File: config.mk
export PLATFORM = sky130hd
export DESIGN_NAME = ppc_win_store
export DESIGN_NICKNAME = d
export VERILOG_FILES = /design/src/design/ppc_pkg.sv /design/src/design/ppc_win_store.sv
export SDC_FILE = /design/constraint.sdc
export NUM_CORES = 2
export LEC_CHECK = 0
export CAP_MARGIN = 0
export CORE_ASPECT_RATIO = 1.75
export CORE_MARGIN = 4
export CORE_UTILIZATION = 41
export CTS_CLUSTER_DIAMETER = 60
export DETAILED_ROUTE_END_ITERATION = 16
export DONT_BUFFER_PORTS = 1
export SLEW_MARGIN = 5
export SYNTH_ARGS = -nofsm -noshare
export SYNTH_HDL_FRONTEND = slang
export SYNTH_SLANG_ARGS = --single-unit
File: constraint.sdc
create_clock -name clk_i -period 22.5 [get_ports clk_i]
set_input_delay 4.5 -clock clk_i [delete_from_list [all_inputs] [get_ports clk_i]]
set_output_delay 4.5 -clock clk_i [all_outputs]
set_load 0.02 [all_outputs]
File: src/design/ppc_pkg.sv
`timescale 1ns / 1ps
// Shared types and constants for the polyphase preamble correlator.
// No dependencies; every other design file refers to it by scoped names.
package ppc_pkg;

  localparam int SAMPLE_W   = 16;
  localparam int PATTERN_W  = 16;
  localparam int THRESH_W   = 39;
  localparam int CFG_IDX_W  = 2;
  localparam int CFG_DATA_W = 39;
  localparam int GRP_TAPS   = 8;   // taps summed per first-level adder group

  localparam logic [THRESH_W-1:0] THRESHOLD_RESET = 39'd10000;

  typedef logic signed [SAMPLE_W-1:0] sample_t;

  typedef enum logic [CFG_IDX_W-1:0] {
    REG_SIGN_PATTERN     = 2'd0,
    REG_DETECT_THRESHOLD = 2'd1
  } reg_idx_e;

endpackage

File: src/design/ppc_win_store.sv
`timescale 1ns / 1ps
// Per-phase tap window store: row memory, phase counter, row valid bits.
// Depends on ppc_pkg for the sample width.
module ppc_win_store #(
  parameter int TAPS   = 16,
  parameter int PHASES = 16
) (
  input  logic                                    clk_i,
  input  logic                                    rst_ni,
  input  logic                                    push_i,  // item accepted this cycle
  input  logic [(TAPS-1)*ppc_pkg::SAMPLE_W-1:0]   row_i,   // updated row for current phase
  output logic [(TAPS-1)*ppc_pkg::SAMPLE_W-1:0]   row_o    // stored row for current phase
);

  localparam int ROW_W = (TAPS - 1) * ppc_pkg::SAMPLE_W;
  localparam int PH_W  = (PHASES > 1) ? $clog2(PHASES) : 1;
  localparam logic [PH_W-1:0] PH_LAST = PH_W'(PHASES - 1);

  logic [ROW_W-1:0]  mem [PHASES];
  logic [PH_W-1:0]   phase_q, phase_d;
  logic [PHASES-1:0] row_vld_q;
  logic [ROW_W-1:0]  row_q;
  logic [PH_W-1:0]   rd_addr;

  assign phase_d = (phase_q == PH_LAST) ? '0 : phase_q + PH_W'(1);
  assign rd_addr = push_i ? phase_d : phase_q;

  always_ff @(posedge clk_i) begin
    if (push_i) begin
      mem[phase_q] <= row_i;
    end
  end

  // Registered read; a write to the row being fetched is forwarded.
  always_ff @(posedge clk_i or negedge rst_ni) begin
    if (!rst_ni) begin
      phase_q   <= '0;
      row_vld_q <= '0;
      row_q     <= '0;
    end else begin
      if (push_i) begin
        phase_q            <= phase_d;
        row_vld_q[phase_q] <= 1'b1;
      end
      if (push_i && (rd_addr == phase_q)) begin
        row_q <= row_i;
      end else if (row_vld_q[rd_addr]) begin
        row_q <= mem[rd_addr];
      end else begin
        row_q <= '0;
      end
    end
  end

  assign row_o = row_q;

endmodule

Yosys cells after proc, flatten, opt, wreduce, memory -nomap -nowiden
Memory sizes are Yosys's and may differ from the RTL's.
Cells that the tools add are included.

cells by class
  add/sub/neg operators = 1
  $lt $le $gt $ge = 3
  equality and inequality tests = 2
  multiplexer cells = 10
  bitwise gates (word level) = 1
  reduce and logical (&&, ||, !) cells = 2

operators with widths
  kind                 count
  $mux 240             2
  $or 16x16->16        1
  $lt 4x5->1 const B   2
  $mux 4               2
  $add 4x1->4 const B  1
  $bmux 1 s4           1
  $demux 1 s4          1
  $eq 4x4->1           1
  $eq 4x4->1 const B   1
  $ge 4x1->1 const B   1
  $mux 1               4
  $logic_and 1x1->1    2

word-level totals
  register bits = 260
  RAM bits = 3840
  input bits = 243
  output and inout bits = 240
  word-level logic and storage cells = 23
  memories kept = 1

memory list
  name  words  bits a word  read ports  clocked after memory_dff  write ports  line                 text
  mem   16     240          1           0                         1            ppc_win_store.sv:19  logic [ROW_W-1:0] mem [PHASES];

Longest topological paths before layout
  word-level depth = 7
  depth in mapped cells = 14
  depth with buffers taken out = 7

Least setup slack after synthesis
No wires, ideal clock.

  path kind = input port to flip-flop
  start = input push_i
  end = register row_vld_q[0]
  library setup time = 0.170 ns
  data arrival time = 23.506 ns
  required time = 22.330 ns
  setup slack = -1.176 ns
  cell stages on the path = 8
  path buffers = 5
  cell sequence = buf_6 -> clkbuf_1 -> clkbuf_1 -> clkbuf_1 -> clkbuf_1 -> nand2_1 -> nor3_1 -> or2_2

RTL lines
  what                            line                 text
  start: declaration              ppc_win_store.sv:10  input logic push_i,
  end signal: assignment          ppc_win_store.sv:38  row_vld_q <= '0;
  end signal: indexed assignment  ppc_win_store.sv:43  row_vld_q[phase_q] <= 1'b1;
  end: declaration                ppc_win_store.sv:21  logic [PHASES-1:0] row_vld_q;

Worst setup path after layout
  start = input push_i
  end = register row_q[37] (netlist: row_o[37])

on the way
  word-level cells in the longest chain between the ends = 5
  elaborated cells on any way between the ends = 8
  those cells by class = eq/ne (1); mux (5); reduce/logical (1); memory (1)

RTL lines
  what                          line                 text
  $mux 4                        n/a
  $bmux 1 s4                    ppc_win_store.sv:47  end else if (row_vld_q[rd_addr]) begin
  $mux 1 (implied by the code)  ppc_win_store.sv:47
  $mux 240                      ppc_win_store.sv:47
  $mux 240 (*)                  ppc_win_store.sv:45  if (push_i && (rd_addr == phase_q)) begin
  end signal: assignment        ppc_win_store.sv:46  row_q <= row_i;
  end signal: assignment        ppc_win_store.sv:48  row_q <= mem[rd_addr];
  end: declaration              ppc_win_store.sv:22  logic [ROW_W-1:0] row_q;

Mark *: on every way between the ends. The rest lies on a longest branch, timed or not. The select of a mux whose other input is x is not followed.
A chain may end at the register's enable or synchronous reset.

==> reports/qor.yml <==
global_routing:
  grt_max_degree: 297
  grt_remaining_overflow: 0
  grt_antenna_before_repair: 5
  first_global_vias: 105000
  grt_first_pass_wirelength_um: 725000
  total_global_routing_track_utilization_pct: 23.1
clocking:
  cts_resized: 0
  cts_buffers: 380
  postCtsSetupRepairBufs: 0
  tritoncts: "built"
  clk_path_buf_depth: 4
  clk_transition_reported_paths_ps: 60
  holdBufCountCts: 0
  clock_sink_count: 4100
  clk-insertion-delay-late_ps: 960
  htree_num_levels: 5
  clk_root_buffer_cell: "sky130_fd_sc_hd__clkbuf_16"
synthesis:
  postSynthAreaPerCell_um2: 15.9
  synthCells: 10600
  asyncSetResetFlopFracSynth_pct: 6.34
  post_synth_main_area_contributors: "sky130_fd_sc_hd__edfxtp_1, sky130_fd_sc_hd__mux4_2, sky130_fd_sc_hd__dfrtp_1, sky130_fd_sc_hd__mux2_2, sky130_fd_sc_hd__o21ai_0"
  synth_top_area_share_pct: 68.2
  muxShareOfSynthArea_pct: 9.71
  synth-adder-area-share_pct: 0.0296
  ys_types: 42
  synthesis.area_mm2: 0.169
  synth_compound_gate_area_share_pct: 9.88
  postSynthRegisterBits: 4100
  yosys.area.top_type: "sky130_fd_sc_hd__edfxtp_1"
  synth-main-ff-cell: "sky130_fd_sc_hd__edfxtp_1"
  synth_xor_area_share_pct: 0.0207
  synth_enable_flop_cells: 3840
  synth.yosys.seq_area_share_pct: 72.1
  synth_simple_gate_area_share_pct: 6.03
  yosys_warnings: 0
  synth_fp_nets: 10900
  synth_top_family_by_area: "compound AO/OA/AOI/OAI gates"
placed_design:
  buffer_ports.inserted: 0
  post-dp-hpwl_um: 253000
  preCtsSetupSlack_ps: 10580
  routabilityCongestion: 0.753
setup_path:
  slowest_stage: "sky130_fd_sc_hd__buf_4"
  cp_cell_sequence: "buf_16 > xnor2_2 > buf_4 > nor2_4 > buf_12 > buf_4 > buf_4 > buf_4 > buf_4 > buf_4 > mux4_2 > a22oi_1 > a21oi_2"
  path_class: "input pin to flip-flop"
  cp_data_arrival_time_ps: 11240
  worstSetupEndpointType: "flip-flop"
  delay_contributed_by_the_slowest_stage_of_the_critical_path_ps: 920
  startpoint_type: "input pin"
  timing.critical_path.required_ps: 23240
  cp_max_fo: 229
  timing.critical_path.mode_cell: "sky130_fd_sc_hd__buf_4"
route:
  count_of_routing_violations_after_the_opening_detailed_route_iteration: 9808
  antenna_violating_nets_post_route: 0
  drt_drc_violations_left: 0
  number_of_vias_per_cell: 6.22
  routed_wire_length_per_instance_um: 31.2
  route.vias.total: 100000
  wl_um: 502000
  drt_pass1_iterations: 10
layout:
  commonest_cells_after_routing_fill_and_taps_aside: "sky130_fd_sc_hd__edfxtp_1, sky130_fd_sc_hd__o21ai_0, sky130_fd_sc_hd__nand3_1"
  num-nets-final: 10500
  layout-area-overhead-vs-synth_pct: 10.6
  leading_cell_type_in_the_layout_fill_and_taps_excluded: "sky130_fd_sc_hd__edfxtp_1"
  final_layout_size_suffix_gt1_share_pct: 18.7
power:
  maximum_vdd_drop_uv: 145
  p_per_area_mw_per_mm2: 133
  leakagePower_nw: 57.6
  fin_total_pwr_mw: 24.8
sta:
  worst_pin_slew_ps: 1930
  final_min_period_over_clock_period_pct: 46.7
  relSlewSlack_pct: -28.5
  holdWs_ps: 469
  tns_setup_ps: 0
  hold_violations: 0
  rsz0062_at_grt: "false"
  post-route-worst-setup-slack_ps: 11990
  timing.final.setup_violations: 0
  fin_clk_skew_ps: 81.2
  timing_max_transition_violations_final: 80
  peak_freq_ghz: 0.0952
  final.min_clock_period_ps: 10510
floorplan:
  std_cell_rows: 311
  fp.dieW_um: 493
  top_level_ports: 483
  die_outline_area_mm2: 0.423
  die_y_um: 857
  start_util_pct: 41.2
  design.core.area_mm2: 0.410
flow_run:
  drv.max_cap_violation_count: 0
outcome:
  run_status: "finished, violations left"
  violations: "slew limit"
min_path:
  timing.hold.worst.class: "flip-flop to flip-flop"
flip-flops by register name, indices dropped and copies added, names as in the netlist:
signal and cells:
row_vld_q 16, mem 3840, phase_q 4, row_o 240
critical path, delay by kind of cell:
family / cells / cell delay [ps]
AOI/OAI and AO/OA: 2 / 370
xor gates and xnor gates: 1 / 80
buffers and inverters: 8 / 5070
muxes: 1 / 590
and+or+nand+nor: 1 / 220
Yosys cell counts (2+ instances only):
cell type / count
sky130_fd_sc_hd__a21oi_2: 200
sky130_fd_sc_hd__nand3_1: 725
sky130_fd_sc_hd__xor2_1: 2
sky130_fd_sc_hd__xnor2_1: 2
sky130_fd_sc_hd__a22oi_1: 237
sky130_fd_sc_hd__and3_1: 3
sky130_fd_sc_hd__a21oi_1: 518
sky130_fd_sc_hd__or2_2: 16
sky130_fd_sc_hd__a41oi_1: 3
sky130_fd_sc_hd__nor2_1: 13
sky130_fd_sc_hd__buf_4: 10
sky130_fd_sc_hd__ha_1: 4
sky130_fd_sc_hd__buf_6: 23
sky130_fd_sc_hd__a32oi_1: 237
sky130_fd_sc_hd__dfrtp_1: 260
sky130_fd_sc_hd__o21ai_0: 960
sky130_fd_sc_hd__nand2_1: 488
sky130_fd_sc_hd__mux2_2: 484
sky130_fd_sc_hd__clkbuf_1: 797
sky130_fd_sc_hd__o211ai_1: 480
sky130_fd_sc_hd__mux4_2: 481
sky130_fd_sc_hd__a32o_1: 2
sky130_fd_sc_hd__nor3_1: 4
sky130_fd_sc_hd__edfxtp_1: 3840
sky130_fd_sc_hd__a211oi_1: 3
sky130_fd_sc_hd__buf_2: 51
sky130_fd_sc_hd__mux2i_1: 11
sky130_fd_sc_hd__inv_1: 4
sky130_fd_sc_hd__buf_1: 57
sky130_fd_sc_hd__nand4_1: 237
sky130_fd_sc_hd__nand2b_1: 483
where the power goes:
| part | internal (mW) | switching, mW | total, mW |
|---|---|---|---|
| registers | 9.30 | 0.645 | 9.95 |
| logic | 2.69 | 5.59 | 8.28 |
| clock network | 3.68 | 2.90 | 6.58 |
through the flow:
step	instances	instance area (um2)	utilization, %
floorplan	10600	169000	-
global placement	15400	174000	42.5
finish	16100	187000	45.6
CTS	16100	187000	45.6
detailed placement	15400	174000	42.5
global route	16100	187000	45.6
final timing paths:
path	cells past startpoint	startpoint	slack, ps	to
max	13	push_i	11990	row_o[37]
min	1	row_vld_q[15]	470	row_vld_q[15]
max reg2reg	12	phase_q[0]	15290	row_o[37]
min reg2reg	1	row_vld_q[15]	470	row_vld_q[15]
max in group asynchronous	0	rst_ni	17690	row_o[24]
min in group asynchronous	0	rst_ni	3370	row_o[92]
cell families after synthesis:
family,after synthesis
XOR/XNOR,4
multiplexers,977
adder cells (fa/ha/maj),4
AO/OA/AOI/OAI,2643
AND/OR/NAND/NOR,1975
buffers and inverters,943
flip-flops,4100
final cells by class:
type / instances / area [um2]
inverter: 5 / 26.3
clock buffer: 503 / 10400
multi-input combinational: 5603 / 43700
tap: 5477 / 6850
clock inverter: 194 / 2260
antenna: 6 / 15.0
fill: 35000 / 223000
sequential: 4100 / 122000
timing repair buffer: 194 / 1930
metal layers:
layer | vias to the layer above | GRT usage, % | routed length (um)
li1 | 41700 | - | -
met1 | 52900 | 27.2 | 184000
met2 | 4348 | 40.6 | 256000
met3 | 1174 | 4.38 | 37000
met4 | 0 | 11.1 | 25700
met5 | - | 0 | 0
Power figures use the tool's default switching activity.
